## config.mk

```make
export PLATFORM = sky130hd
export DESIGN_NAME = polygon_area_perimeter_core
export DESIGN_NICKNAME = d
export VERILOG_FILES = /design/src/hdl/pap_pkg.sv /design/src/hdl/polygon_area_perimeter_core.sv
export SDC_FILE = /design/constraint.sdc
export NUM_CORES = 2
export LEC_CHECK = 0
export BUFFER_PORTS_ARGS = -buffer_cell sky130_fd_sc_hd__buf_2
export CAP_MARGIN = 20
export CORE_AREA = 3 3 328 330
export DETAILED_ROUTE_END_ITERATION = 8
export DIE_AREA = 0 0 331 333
export GPL_ROUTABILITY_DRIVEN = 0
export MAX_ROUTING_LAYER = met4
export SYNTH_ARGS = -nofsm -noshare
export SYNTH_HDL_FRONTEND = slang
export SYNTH_SLANG_ARGS = --single-unit
```

## constraint.sdc

```tcl
create_clock -name clk -period 29.3 [get_ports clk]
set_clock_uncertainty 0.15 [all_clocks]
set_input_delay 5.86 -clock clk [delete_from_list [all_inputs] [get_ports clk]]
set_output_delay 5.86 -clock clk [all_outputs]
set_load 0.01 [all_outputs]
```

## src/hdl/pap_pkg.sv

```systemverilog
`timescale 1ns / 1ps
`default_nettype none
// shared types and constants for the polygon area and perimeter core
// no dependencies

package pap_pkg;

  // field widths
  localparam int COORD_W = 16;
  localparam int AREA_W  = 42;
  localparam int PERIM_W = 35;
  localparam int CROSS_W = 43;

  // polygon size limit: vertices past this count are dropped
  localparam int MAX_VERTICES = 1024;
  localparam int TAKEN_W      = $clog2(MAX_VERTICES + 1);

  // serial datapath widths
  localparam int MAG_W        = COORD_W;          // magnitude of a coord or a difference
  localparam int PROD_W       = 2 * MAG_W;        // one unsigned product
  localparam int EDGE_CROSS_W = PROD_W + 2;       // signed cross term of one edge
  localparam int D2_W         = PROD_W + 2;       // squared edge length
  localparam int FRAC_W       = 8;                // fraction bits of the perimeter
  localparam int RAD_W        = D2_W + 2 * FRAC_W; // radicand, even width
  localparam int ROOT_W       = RAD_W / 2;
  localparam int REM_W        = ROOT_W + 2;
  localparam int CNT_W        = $clog2(ROOT_W);

  // cross sum saturation bound, +/-(2^42 - 1)
  localparam logic signed [CROSS_W-1:0] CROSS_MAX = {1'b0, {(CROSS_W-1){1'b1}}};
  localparam logic [PERIM_W-1:0]        LENGTH_MAX = {PERIM_W{1'b1}};

  typedef enum logic [2:0] {
    ST_IDLE,
    ST_MUL,
    ST_MIX,
    ST_ROOT,
    ST_ACC,
    ST_EMIT
  } state_t;

  typedef struct packed {
    logic signed [COORD_W-1:0] x_coord;
    logic signed [COORD_W-1:0] y_coord;
    logic                      last_vertex;
  } in_t;

  typedef struct packed {
    logic [AREA_W-1:0]  area_twice;
    logic [PERIM_W-1:0] perimeter_q8;
  } out_t;

endpackage

`default_nettype wire

```

## src/hdl/polygon_area_perimeter_core.sv

```systemverilog
`timescale 1ns / 1ps
`default_nettype none
// shoelace area and perimeter of a closed polygon, bit-serial datapath
// depends on pap_pkg

// Vertices arrive one per transfer with a flag on the final one; one result
// follows each final vertex, holding twice the absolute area (zero below three
// vertices) and the perimeter with 8 fraction bits, each edge length being
// floor(256 * sqrt(dx^2 + dy^2)). Each edge runs through a shared serial unit:
// four 16x16 shift-add multipliers at one bit per cycle, a combine step, a
// restoring square root at one result bit per cycle and an accumulate step.
// The first vertex of a polygon needs no edge; the input is not ready again
// after a further vertex until its edge is through the unit, and after a final
// vertex that also closes the polygon until the closing edge and the result
// load are through too. Vertices beyond MAX_VERTICES are dropped; a dropped
// final vertex still closes the polygon. The result sits in an output
// register, so it may wait while the next polygon starts.

module polygon_area_perimeter_core
  import pap_pkg::*;
(
  input  wire logic clk,
  input  wire logic rst_n,
  input  wire logic in_valid,
  output logic      in_ready,
  input  wire in_t  in_data,
  output logic      out_valid,
  input  wire logic out_ready,
  output out_t      out_data
);

  // magnitude of a coordinate
  function automatic logic [MAG_W-1:0] coord_mag(input logic signed [COORD_W-1:0] v);
    logic signed [COORD_W-1:0] n;
    n = -v;
    return v[COORD_W-1] ? MAG_W'(n) : MAG_W'(v);
  endfunction

  // magnitude of a coordinate difference
  function automatic logic [MAG_W-1:0] diff_mag(input logic signed [COORD_W:0] v);
    logic signed [COORD_W:0] n;
    n = -v;
    return v[COORD_W] ? n[MAG_W-1:0] : v[MAG_W-1:0];
  endfunction

  // control state
  state_t             state_r, state_nxt;
  logic [CNT_W-1:0]   cnt_r;
  logic               close_r;
  logic               emit_r;
  logic               out_valid_r;

  // polygon state
  logic signed [COORD_W-1:0] first_x_r, first_y_r, prev_x_r, prev_y_r;
  logic signed [CROSS_W-1:0] cross_sum_r;
  logic [PERIM_W-1:0]        length_sum_r;
  logic [1:0]                seen_r;
  logic [TAKEN_W-1:0]        taken_r;

  // serial datapath
  logic [MAG_W-1:0]               mc_r   [4];
  logic [PROD_W-1:0]              prod_r [4];
  logic                           sgn1_r, sgn2_r;
  logic signed [EDGE_CROSS_W-1:0] edge_cross_r;
  logic [RAD_W-1:0]               rad_r;
  logic [REM_W-1:0]               rem_r;
  logic [ROOT_W-1:0]              root_r;
  out_t                           out_data_r;

  // decode of the incoming vertex
  logic dropped, need_edge, accept;
  assign dropped   = (taken_r == TAKEN_W'(MAX_VERTICES));
  assign need_edge = !dropped && (taken_r != '0);
  assign accept    = in_valid && in_ready;

  // fsm outputs
  logic                      load_go, emit_go;
  logic signed [COORD_W-1:0] ld_ax, ld_ay, ld_bx, ld_by;

  always_comb begin
    in_ready = 1'b0;
    load_go  = 1'b0;
    emit_go  = 1'b0;
    ld_ax    = prev_x_r;
    ld_ay    = prev_y_r;
    ld_bx    = first_x_r;
    ld_by    = first_y_r;
    case (state_r)
      ST_IDLE: begin
        in_ready = 1'b1;
        if (in_valid) begin
          if (need_edge) begin
            // edge from the previous vertex to this one
            load_go = 1'b1;
            ld_bx   = in_data.x_coord;
            ld_by   = in_data.y_coord;
          end else if (in_data.last_vertex) begin
            // closing edge only; a lone vertex closes onto itself
            load_go = 1'b1;
            if (!dropped) begin
              ld_ax = in_data.x_coord;
              ld_ay = in_data.y_coord;
              ld_bx = in_data.x_coord;
              ld_by = in_data.y_coord;
            end
          end
        end
      end
      ST_ACC: begin
        // closing edge from the last vertex back to the first
        if (close_r) begin
          load_go = 1'b1;
        end
      end
      ST_EMIT: begin
        emit_go = !out_valid_r || out_ready;
      end
      default: begin
      end
    endcase
  end

  // fsm next state
  always_comb begin
    state_nxt = state_r;
    case (state_r)
      ST_IDLE: begin
        if (in_valid && (need_edge || in_data.last_vertex)) begin
          state_nxt = ST_MUL;
        end
      end
      ST_MUL: begin
        if (cnt_r == CNT_W'(MAG_W - 1)) begin
          state_nxt = ST_MIX;
        end
      end
      ST_MIX: begin
        state_nxt = ST_ROOT;
      end
      ST_ROOT: begin
        if (cnt_r == CNT_W'(ROOT_W - 1)) begin
          state_nxt = ST_ACC;
        end
      end
      ST_ACC: begin
        if (close_r) begin
          state_nxt = ST_MUL;
        end else if (emit_r) begin
          state_nxt = ST_EMIT;
        end else begin
          state_nxt = ST_IDLE;
        end
      end
      ST_EMIT: begin
        if (emit_go) begin
          state_nxt = ST_IDLE;
        end
      end
      default: begin
        state_nxt = ST_IDLE;
      end
    endcase
  end

  // state and step counter
  always_ff @(posedge clk) begin
    if (!rst_n) begin
      state_r <= ST_IDLE;
      cnt_r   <= '0;
    end else begin
      state_r <= state_nxt;
      if ((state_r == ST_MUL || state_r == ST_ROOT) && state_nxt == state_r) begin
        cnt_r <= cnt_r + 1'b1;
      end else begin
        cnt_r <= '0;
      end
    end
  end

  // operand magnitudes for a new edge
  logic signed [COORD_W:0] ld_dx, ld_dy;
  assign ld_dx = {ld_bx[COORD_W-1], ld_bx} - {ld_ax[COORD_W-1], ld_ax};
  assign ld_dy = {ld_by[COORD_W-1], ld_by} - {ld_ay[COORD_W-1], ld_ay};

  // combine products into the edge cross term and squared length
  logic signed [EDGE_CROSS_W-1:0] term1, term2;
  logic [D2_W-1:0]                d2;
  always_comb begin
    term1 = $signed({2'b00, prod_r[0]});
    term2 = $signed({2'b00, prod_r[1]});
    if (sgn1_r) begin
      term1 = -term1;
    end
    if (sgn2_r) begin
      term2 = -term2;
    end
    d2 = {2'b00, prod_r[2]} + {2'b00, prod_r[3]};
  end

  // one restoring square root step
  logic [REM_W-1:0] rem_sh, trial;
  logic             root_bit;
  assign rem_sh   = {rem_r[REM_W-3:0], rad_r[RAD_W-1 -: 2]};
  assign trial    = {root_r, 2'b01};
  assign root_bit = (rem_sh >= trial);

  // shift-add multipliers, combine step and root iterations
  always_ff @(posedge clk) begin
    if (load_go) begin
      mc_r[0]   <= coord_mag(ld_ax);
      prod_r[0] <= {{MAG_W{1'b0}}, coord_mag(ld_by)};
      mc_r[1]   <= coord_mag(ld_bx);
      prod_r[1] <= {{MAG_W{1'b0}}, coord_mag(ld_ay)};
      mc_r[2]   <= diff_mag(ld_dx);
      prod_r[2] <= {{MAG_W{1'b0}}, diff_mag(ld_dx)};
      mc_r[3]   <= diff_mag(ld_dy);
      prod_r[3] <= {{MAG_W{1'b0}}, diff_mag(ld_dy)};
      sgn1_r    <= ld_ax[COORD_W-1] ^ ld_by[COORD_W-1];
      sgn2_r    <= ld_bx[COORD_W-1] ^ ld_ay[COORD_W-1];
    end else if (state_r == ST_MUL) begin
      for (int i = 0; i < 4; i++) begin
        prod_r[i] <= {({1'b0, prod_r[i][PROD_W-1:MAG_W]}
                       + (prod_r[i][0] ? {1'b0, mc_r[i]} : {(MAG_W+1){1'b0}})),
                      prod_r[i][MAG_W-1:1]};
      end
    end
    if (state_r == ST_MIX) begin
      edge_cross_r <= term1 - term2;
      rad_r        <= {d2, {(2*FRAC_W){1'b0}}};
      rem_r        <= '0;
      root_r       <= '0;
    end else if (state_r == ST_ROOT) begin
      rad_r  <= {rad_r[RAD_W-3:0], 2'b00};
      rem_r  <= root_bit ? (rem_sh - trial) : rem_sh;
      root_r <= {root_r[ROOT_W-2:0], root_bit};
    end
  end

  // saturating accumulators
  logic signed [CROSS_W:0] cross_ext, cross_max_ext;
  logic signed [CROSS_W:0] cross_sat;
  logic [PERIM_W:0]        length_ext;
  logic [PERIM_W-1:0]      length_sat;
  always_comb begin
    cross_max_ext = $signed({CROSS_MAX[CROSS_W-1], CROSS_MAX});
    cross_ext = $signed({cross_sum_r[CROSS_W-1], cross_sum_r})
              + $signed({{(CROSS_W+1-EDGE_CROSS_W){edge_cross_r[EDGE_CROSS_W-1]}},
                         edge_cross_r});
    if (cross_ext > cross_max_ext) begin
      cross_sat = cross_max_ext;
    end else if (cross_ext < -cross_max_ext) begin
      cross_sat = -cross_max_ext;
    end else begin
      cross_sat = cross_ext;
    end
    length_ext = {1'b0, length_sum_r} + {{(PERIM_W+1-ROOT_W){1'b0}}, root_r};
    length_sat = length_ext[PERIM_W] ? LENGTH_MAX : length_ext[PERIM_W-1:0];
  end

  // absolute area for the result
  logic signed [CROSS_W-1:0] cross_neg;
  logic [AREA_W-1:0]         area_abs;
  assign cross_neg = -cross_sum_r;
  assign area_abs  = cross_sum_r[CROSS_W-1] ? cross_neg[AREA_W-1:0]
                                            : cross_sum_r[AREA_W-1:0];

  // polygon bookkeeping
  always_ff @(posedge clk) begin
    if (!rst_n || emit_go) begin
      first_x_r    <= '0;
      first_y_r    <= '0;
      prev_x_r     <= '0;
      prev_y_r     <= '0;
      cross_sum_r  <= '0;
      length_sum_r <= '0;
      seen_r       <= '0;
      taken_r      <= '0;
      close_r      <= 1'b0;
      emit_r       <= 1'b0;
    end else begin
      if (accept) begin
        if (!dropped) begin
          if (taken_r == '0) begin
            first_x_r <= in_data.x_coord;
            first_y_r <= in_data.y_coord;
          end
          prev_x_r <= in_data.x_coord;
          prev_y_r <= in_data.y_coord;
          taken_r  <= taken_r + 1'b1;
          if (seen_r != 2'd3) begin
            seen_r <= seen_r + 1'b1;
          end
        end
        close_r <= need_edge && in_data.last_vertex;
        emit_r  <= in_data.last_vertex;
      end
      if (state_r == ST_ACC) begin
        cross_sum_r  <= cross_sat[CROSS_W-1:0];
        length_sum_r <= length_sat;
        close_r      <= 1'b0;
      end
    end
  end

  // result register
  always_ff @(posedge clk) begin
    if (!rst_n) begin
      out_valid_r <= 1'b0;
    end else if (emit_go) begin
      out_valid_r <= 1'b1;
    end else if (out_ready) begin
      out_valid_r <= 1'b0;
    end
  end

  always_ff @(posedge clk) begin
    if (emit_go) begin
      out_data_r.area_twice   <= (seen_r == 2'd3) ? area_abs : '0;
      out_data_r.perimeter_q8 <= length_sum_r;
    end
  end

  assign out_valid = out_valid_r;
  assign out_data  = out_data_r;

  // a waiting result is never overwritten
  assert property (@(posedge clk) disable iff (!rst_n)
    (state_r == ST_EMIT && out_valid_r && !out_ready) |=> (state_r == ST_EMIT && out_valid_r))
    else $error("result loaded while the output register was occupied");

  // emitting a result clears the polygon
  assert property (@(posedge clk) disable iff (!rst_n)
    emit_go |=> (taken_r == '0 && seen_r == '0 && cross_sum_r == '0 && length_sum_r == '0))
    else $error("polygon state not cleared after a result transfer");

  // cross sum stays within its saturation bounds
  assert property (@(posedge clk) disable iff (!rst_n)
    (cross_sum_r <= CROSS_MAX) && (cross_sum_r >= -CROSS_MAX))
    else $error("cross sum outside its saturation bounds");

  // vertex count and area qualifier track each other
  assert property (@(posedge clk) disable iff (!rst_n)
    (int'(taken_r) >= 3) |-> (seen_r == 2'd3))
    else $error("vertex count and seen count disagree");

endmodule

`default_nettype wire

```

# Word-level counts from Yosys, hierarchy flattened
# Memories as Yosys holds them, arrays and structs flattened.
# Index checks and enable logic that the tools add are counted.
# Widths: inputs -> output; s select.
dict set report totals {
  regBits 363
  mem_bits_rw 192
  input_bits 37
  output_inout_bits 79
  word_cells 153
  memories 2
}
dict set report op_classes {
  add_sub_neg 23
  order_cmp 3
  n_eq_ne 11
  muxes 64
  bitwise 7
  reduce_logical 22
}
# memory words word_bits rd rd_ports_with_merged_regs wr line
set memory_table {}
lappend memory_table {prod_r 4 32 4 0 4 polygon_area_perimeter_core.sv:62} ;# logic [PROD_W-1:0] prod_r [4];
lappend memory_table {mc_r 4 16 4 0 4 polygon_area_perimeter_core.sv:61} ;# logic [MAG_W-1:0] mc_r [4];
# operator count
set op_table {}
lappend op_table {{$mux 16} 30}
lappend op_table {{$mux 32} 4}
lappend op_table {{$mux 50} 2}
lappend op_table {{$neg 16->16} 6}
lappend op_table {{$mux 43} 2}
lappend op_table {{$add 16x16->17} 4}
lappend op_table {{$mux 34} 2}
lappend op_table {{$neg 32->34} 2}
lappend op_table {{$add 43x34->44} 1}
lappend op_table {{$gt 44x43->1 const B} 1}
lappend op_table {{$lt 44x43->1 const B} 1}
lappend op_table {{$mux 42} 1}
lappend op_table {{$neg 42->42} 1}
lappend op_table {{$add 35x25->36} 1}
lappend op_table {{$mux 35} 1}
lappend op_table {{$sub 16x16->17} 2}
lappend op_table {{$sub 34x34->34} 1}
lappend op_table {{$add 32x32->33} 1}
lappend op_table {{$ge 27x27->1} 1}
lappend op_table {{$mux 25} 1}
lappend op_table {{$sub 25x25->25} 1}
lappend op_table {{$mux 3} 6}
lappend op_table {{$pmux 3 s6} 1}
lappend op_table {{$mux 1} 13}
lappend op_table {{26 further kinds} 44}

# Depth between registers and ports, before layout
dict set report logic_depth {
  ltp_word 10
  ltp_mapped 26
  depth_no_buf 22
}

# Worst setup path after synthesis
# Ideal clock, no wire load.
dict set report synth_timing {
  kind {input-to-reg}
  from {input port in_valid}
  to {memory prod_r[0][0] (netlist bit) (enable)}
  setup_ns 0.504
  t_arrival_ns 12.990
  required_time_ns 28.646
  path_slack_ns 15.656
  stages 4
  n_path_buf 1
  path_cell_list {or4b_1 -> buf_2 -> o22ai_1 -> nand2b_1}
}
# element line
set synth_rtl {}
lappend synth_rtl {{from (decl)} polygon_area_perimeter_core.sv:24} ;# input wire logic in_valid,
lappend synth_rtl {{to (decl)} polygon_area_perimeter_core.sv:62}

==> summary.md <==
| Metric | Value |
|---|---|
| Port Buffers | `115` |
| Core Area | `105100 µm²` |
| Via count | `28750` |
| Pleak | `0.01640 µW` |
| Number of global-route vias before repair | `27330` |
| Tmin final | `11.71 ns` |
| Design Power | `2866 µW` |
| Power density over cell area | `70.04 nW/µm²` |
| Tcrit/Tclk final | `39.95%` |
| Reg clk slew, reported paths | `0.05 ns` |
| CTS hold repair buffers | `0` |
| H-tree depth reported by CTS | `3` |
| Layout cell share with drive strength beyond 1 | `8.094%` |
| GRT overflow | `0` |
| Final worst setup slack | `17.59 ns` |
| RSZ-0062 raised after global routing | `no` |
| Synthesized area | `36680 µm²` |
| Ys Warns | `0` |
| Total negative slack | `0 ns` |
| Mean post-synth cell area | `9.113 µm²` |
| Post-synth top area cell | `edfxtp_1` |
| Worst-path cell chain | `buf_2, or4b_1, a41oi_4, buf_4, mux2i_1, ha_1, inv_1, fa_1, a21o_1, a21oi_1, o21bai_1, a21oi_1, o21ai_0, a41o_1, o211a_1, o21a_1, o22ai_1, inv_1, nor2_1, xnor2_1, mux2_2` |
| Max Clk Rate | `85.43 MHz` |
| Post-CTS Resized | `0` |
| Post-synth top area share | `27.75%` |
| CP required | `29.50 ns` |
| ANT nets after route | `0` |
| Yosys cell types | `96` |
| DR WL met3 | `5142 µm` |
| Status | `completed` |
| Initial antenna violation count | `11` |
| Worst Path Class, Setup | `in2reg` |
| Max layer used | `met4` |
| IO Pins | `116` |
| CTS root buffer | `clkbuf_16` |
| DR iter-0 viols | `1779` |
| Setup WS pre-CTS | `17.11 ns` |
| Max incr delay on CP | `0.77 ns` |
| Post-layout util | `38.93%` |
| Final Max Slew Viols | `0` |
| Setup crit end kind | `flip-flop` |
| Post-DR wirelength/cell | `16.60 µm` |
| Pin count of the biggest net entering global routing | `97` |
| Post-DP HPWL | `70470 µm` |
| CTS Buffer Depth | `3` |
| Crit-path leading delay family | `compound AO/OA/AOI/OAI gates` |
| Top FF cell, synth | `edfxtp_1` |
| Post-CTS setup buffer count | `0` |
| Row count | `119` |
| CTS Buf Count | `68` |
| Die area | `110200 µm²` |
| TritonCTS clock tree | `yes` |
| Startpoint Class | `primary input` |
| Asr flop ratio synth | `0%` |
| Post-synthesis net count | `4338` |
| Slowest CP cell | `o22ai_1` |
| Remaining DRCs | `0` |
| Worst IR Drop VDD | `0.04623 mV` |
| Layout Nets | `4415` |
| Tot GR Track Use | `17.00%` |
| Gate count after technology mapping | `4025` |
| DR pass1 iterations | `5` |
| WL final | `92010 µm` |
| Final setup vio count | `0` |
| Synth top cells by count | `nand2_1 (445), edfxtp_1 (339), nor2_1 (320), a21oi_1 (295), o21ai_0 (287)` |
| Worst skew pair latency | `0.61 ns` |
| Chip width | `331 µm` |
| Hold Vio Cnt, Final | `0` |
| P&R area growth vs syn | `11.57%` |
| Critical path peak fanout | `39` |
| Vias per cell | `5.186` |
| Top-count cell post-synth | `nand2_1` |
| Met2 WL post-DR | `40760 µm` |
| Die Ht | `333 µm` |
| Post-synthesis sequential area ratio | `39.54%` |
| Largest cells by area after synthesis | `edfxtp_1 (28%), dfxtp_1 (12%), ha_1 (9.1%), xnor2_1 (6.4%), nand2_1 (4.6%)` |
| Max Cap Violations | `0` |
| Clock Sinks | `555` |
| Tightest Hold Check Type | `reg2reg` |
| Register bit total from synthesis | `555` |
| Initial Utilization | `34.89%` |
| Slew headroom | `31.67%` |
| Hold_ws | `0.3018 ns` |
| First-pass GRT wire length | `148000 µm` |
| Worst EP arrival | `11.91 ns` |
| Number of buffers and inverters on the critical path | `4` |
| Met1 WL | `43550 µm` |
| EDFF count, synth | `339` |
| Actual slew at the worst max-slew pin | `1.022 ns` |
-- metal layers --
metal | vias up | track usage, %
met1 | 13360 | 23.03
li1 | 14630 | -
met5 | - | -
met4 | 0 | 4.718
met2 | 630 | 26.12
met3 | 132 | 2.938
-- through the flow --
step / cells / cell area, µm²
floorplan: 4025 / 36680
global placement: 5422 / 38760
detailed placement: 5423 / 38780
CTS: 5542 / 40920
global route: 5544 / 40920
finish: 5544 / 40920
-- path summary, 6_finish.rpt --
path / slack [ns] / to / startpoint / cells after the start
max: 17.59 / prod_r[2][11]$_DFFE_PP_ / in_valid / 21
min: 0.30 / first_y_r[12]$_SDFFE_PP0P_ / first_y_r[12]$_SDFFE_PP0P_ / 2
max reg2reg: 22.29 / prod_r[2][11]$_DFFE_PP_ / state_r[0]$_SDFF_PN0_ / 21
min reg2reg: 0.30 / first_y_r[12]$_SDFFE_PP0P_ / first_y_r[12]$_SDFFE_PP0P_ / 2
-- state kept, by name, indices dropped and copies added, names as in the netlist, 3 cells and up --
register / flops
cnt_r: 5
cross_sum_r: 43
edge_cross_r: 34
first_x_r: 16
first_y_r: 16
length_sum_r: 35
mc_r: 64
out_data: 77
prev_x_r: 16
prev_y_r: 16
prod_r: 128
rad_r: 34
rem_r: 25
root_r: 25
state_r: 3
taken_r: 11
-- worst min-delay path, delay by kind of cell, from the launching register on --
kind | cells | cell delay [ns]
flops | 1 | 0.30
simple gates | 1 | 0.05
compound gates | 1 | 0.05
-- layout by cell type (no fill, tap or decap), types with 78 or more instances in the layout --
master and n:
dfxtp_1 216, and2_1 111, inv_1 191, ha_1 266, mux2i_1 78, edfxtp_1 339
o21ai_0 287, xnor2_1 267, a21oi_1 294, buf_2 115, a21o_1 98, nor3_1 87
nand2_1 443, nor2_1 320, xor2_1 128
-- report_power, final --
| group | switching, µW | internal (µW) | total, µW |
|---|---|---|---|
| registers | 78.9 | 967 | 1050 |
| logic | 588 | 418 | 1010 |
| clock network | 333 | 482 | 814 |
-- cells by family after synthesis --
family	after synthesis	share of synthesized area, %
AO/OA/AOI/OAI	1017	17.38
XOR/XNOR	395	9.432
adder cells (fa/ha/maj)	284	9.844
buffers and inverters	338	3.493
flip-flops	555	39.54
multiplexers	104	2.934
AND/OR/NAND/NOR	1332	17.38
-- final cells by class --
class / instances / area [µm²]
Timing Repair Buffer: 148 / 830.8
Clock inverter: 35 / 300.3
Clock buffer: 84 / 1842
Fill cell: 10530 / 64200
Antenna cell: 2 / 5.005
Sequential cell: 555 / 14500
Inverter: 197 / 740.7
Tap cell: 1391 / 1740
Multi-Input combinational cell: 3132 / 20960
(Power assumes the default switching activity.)
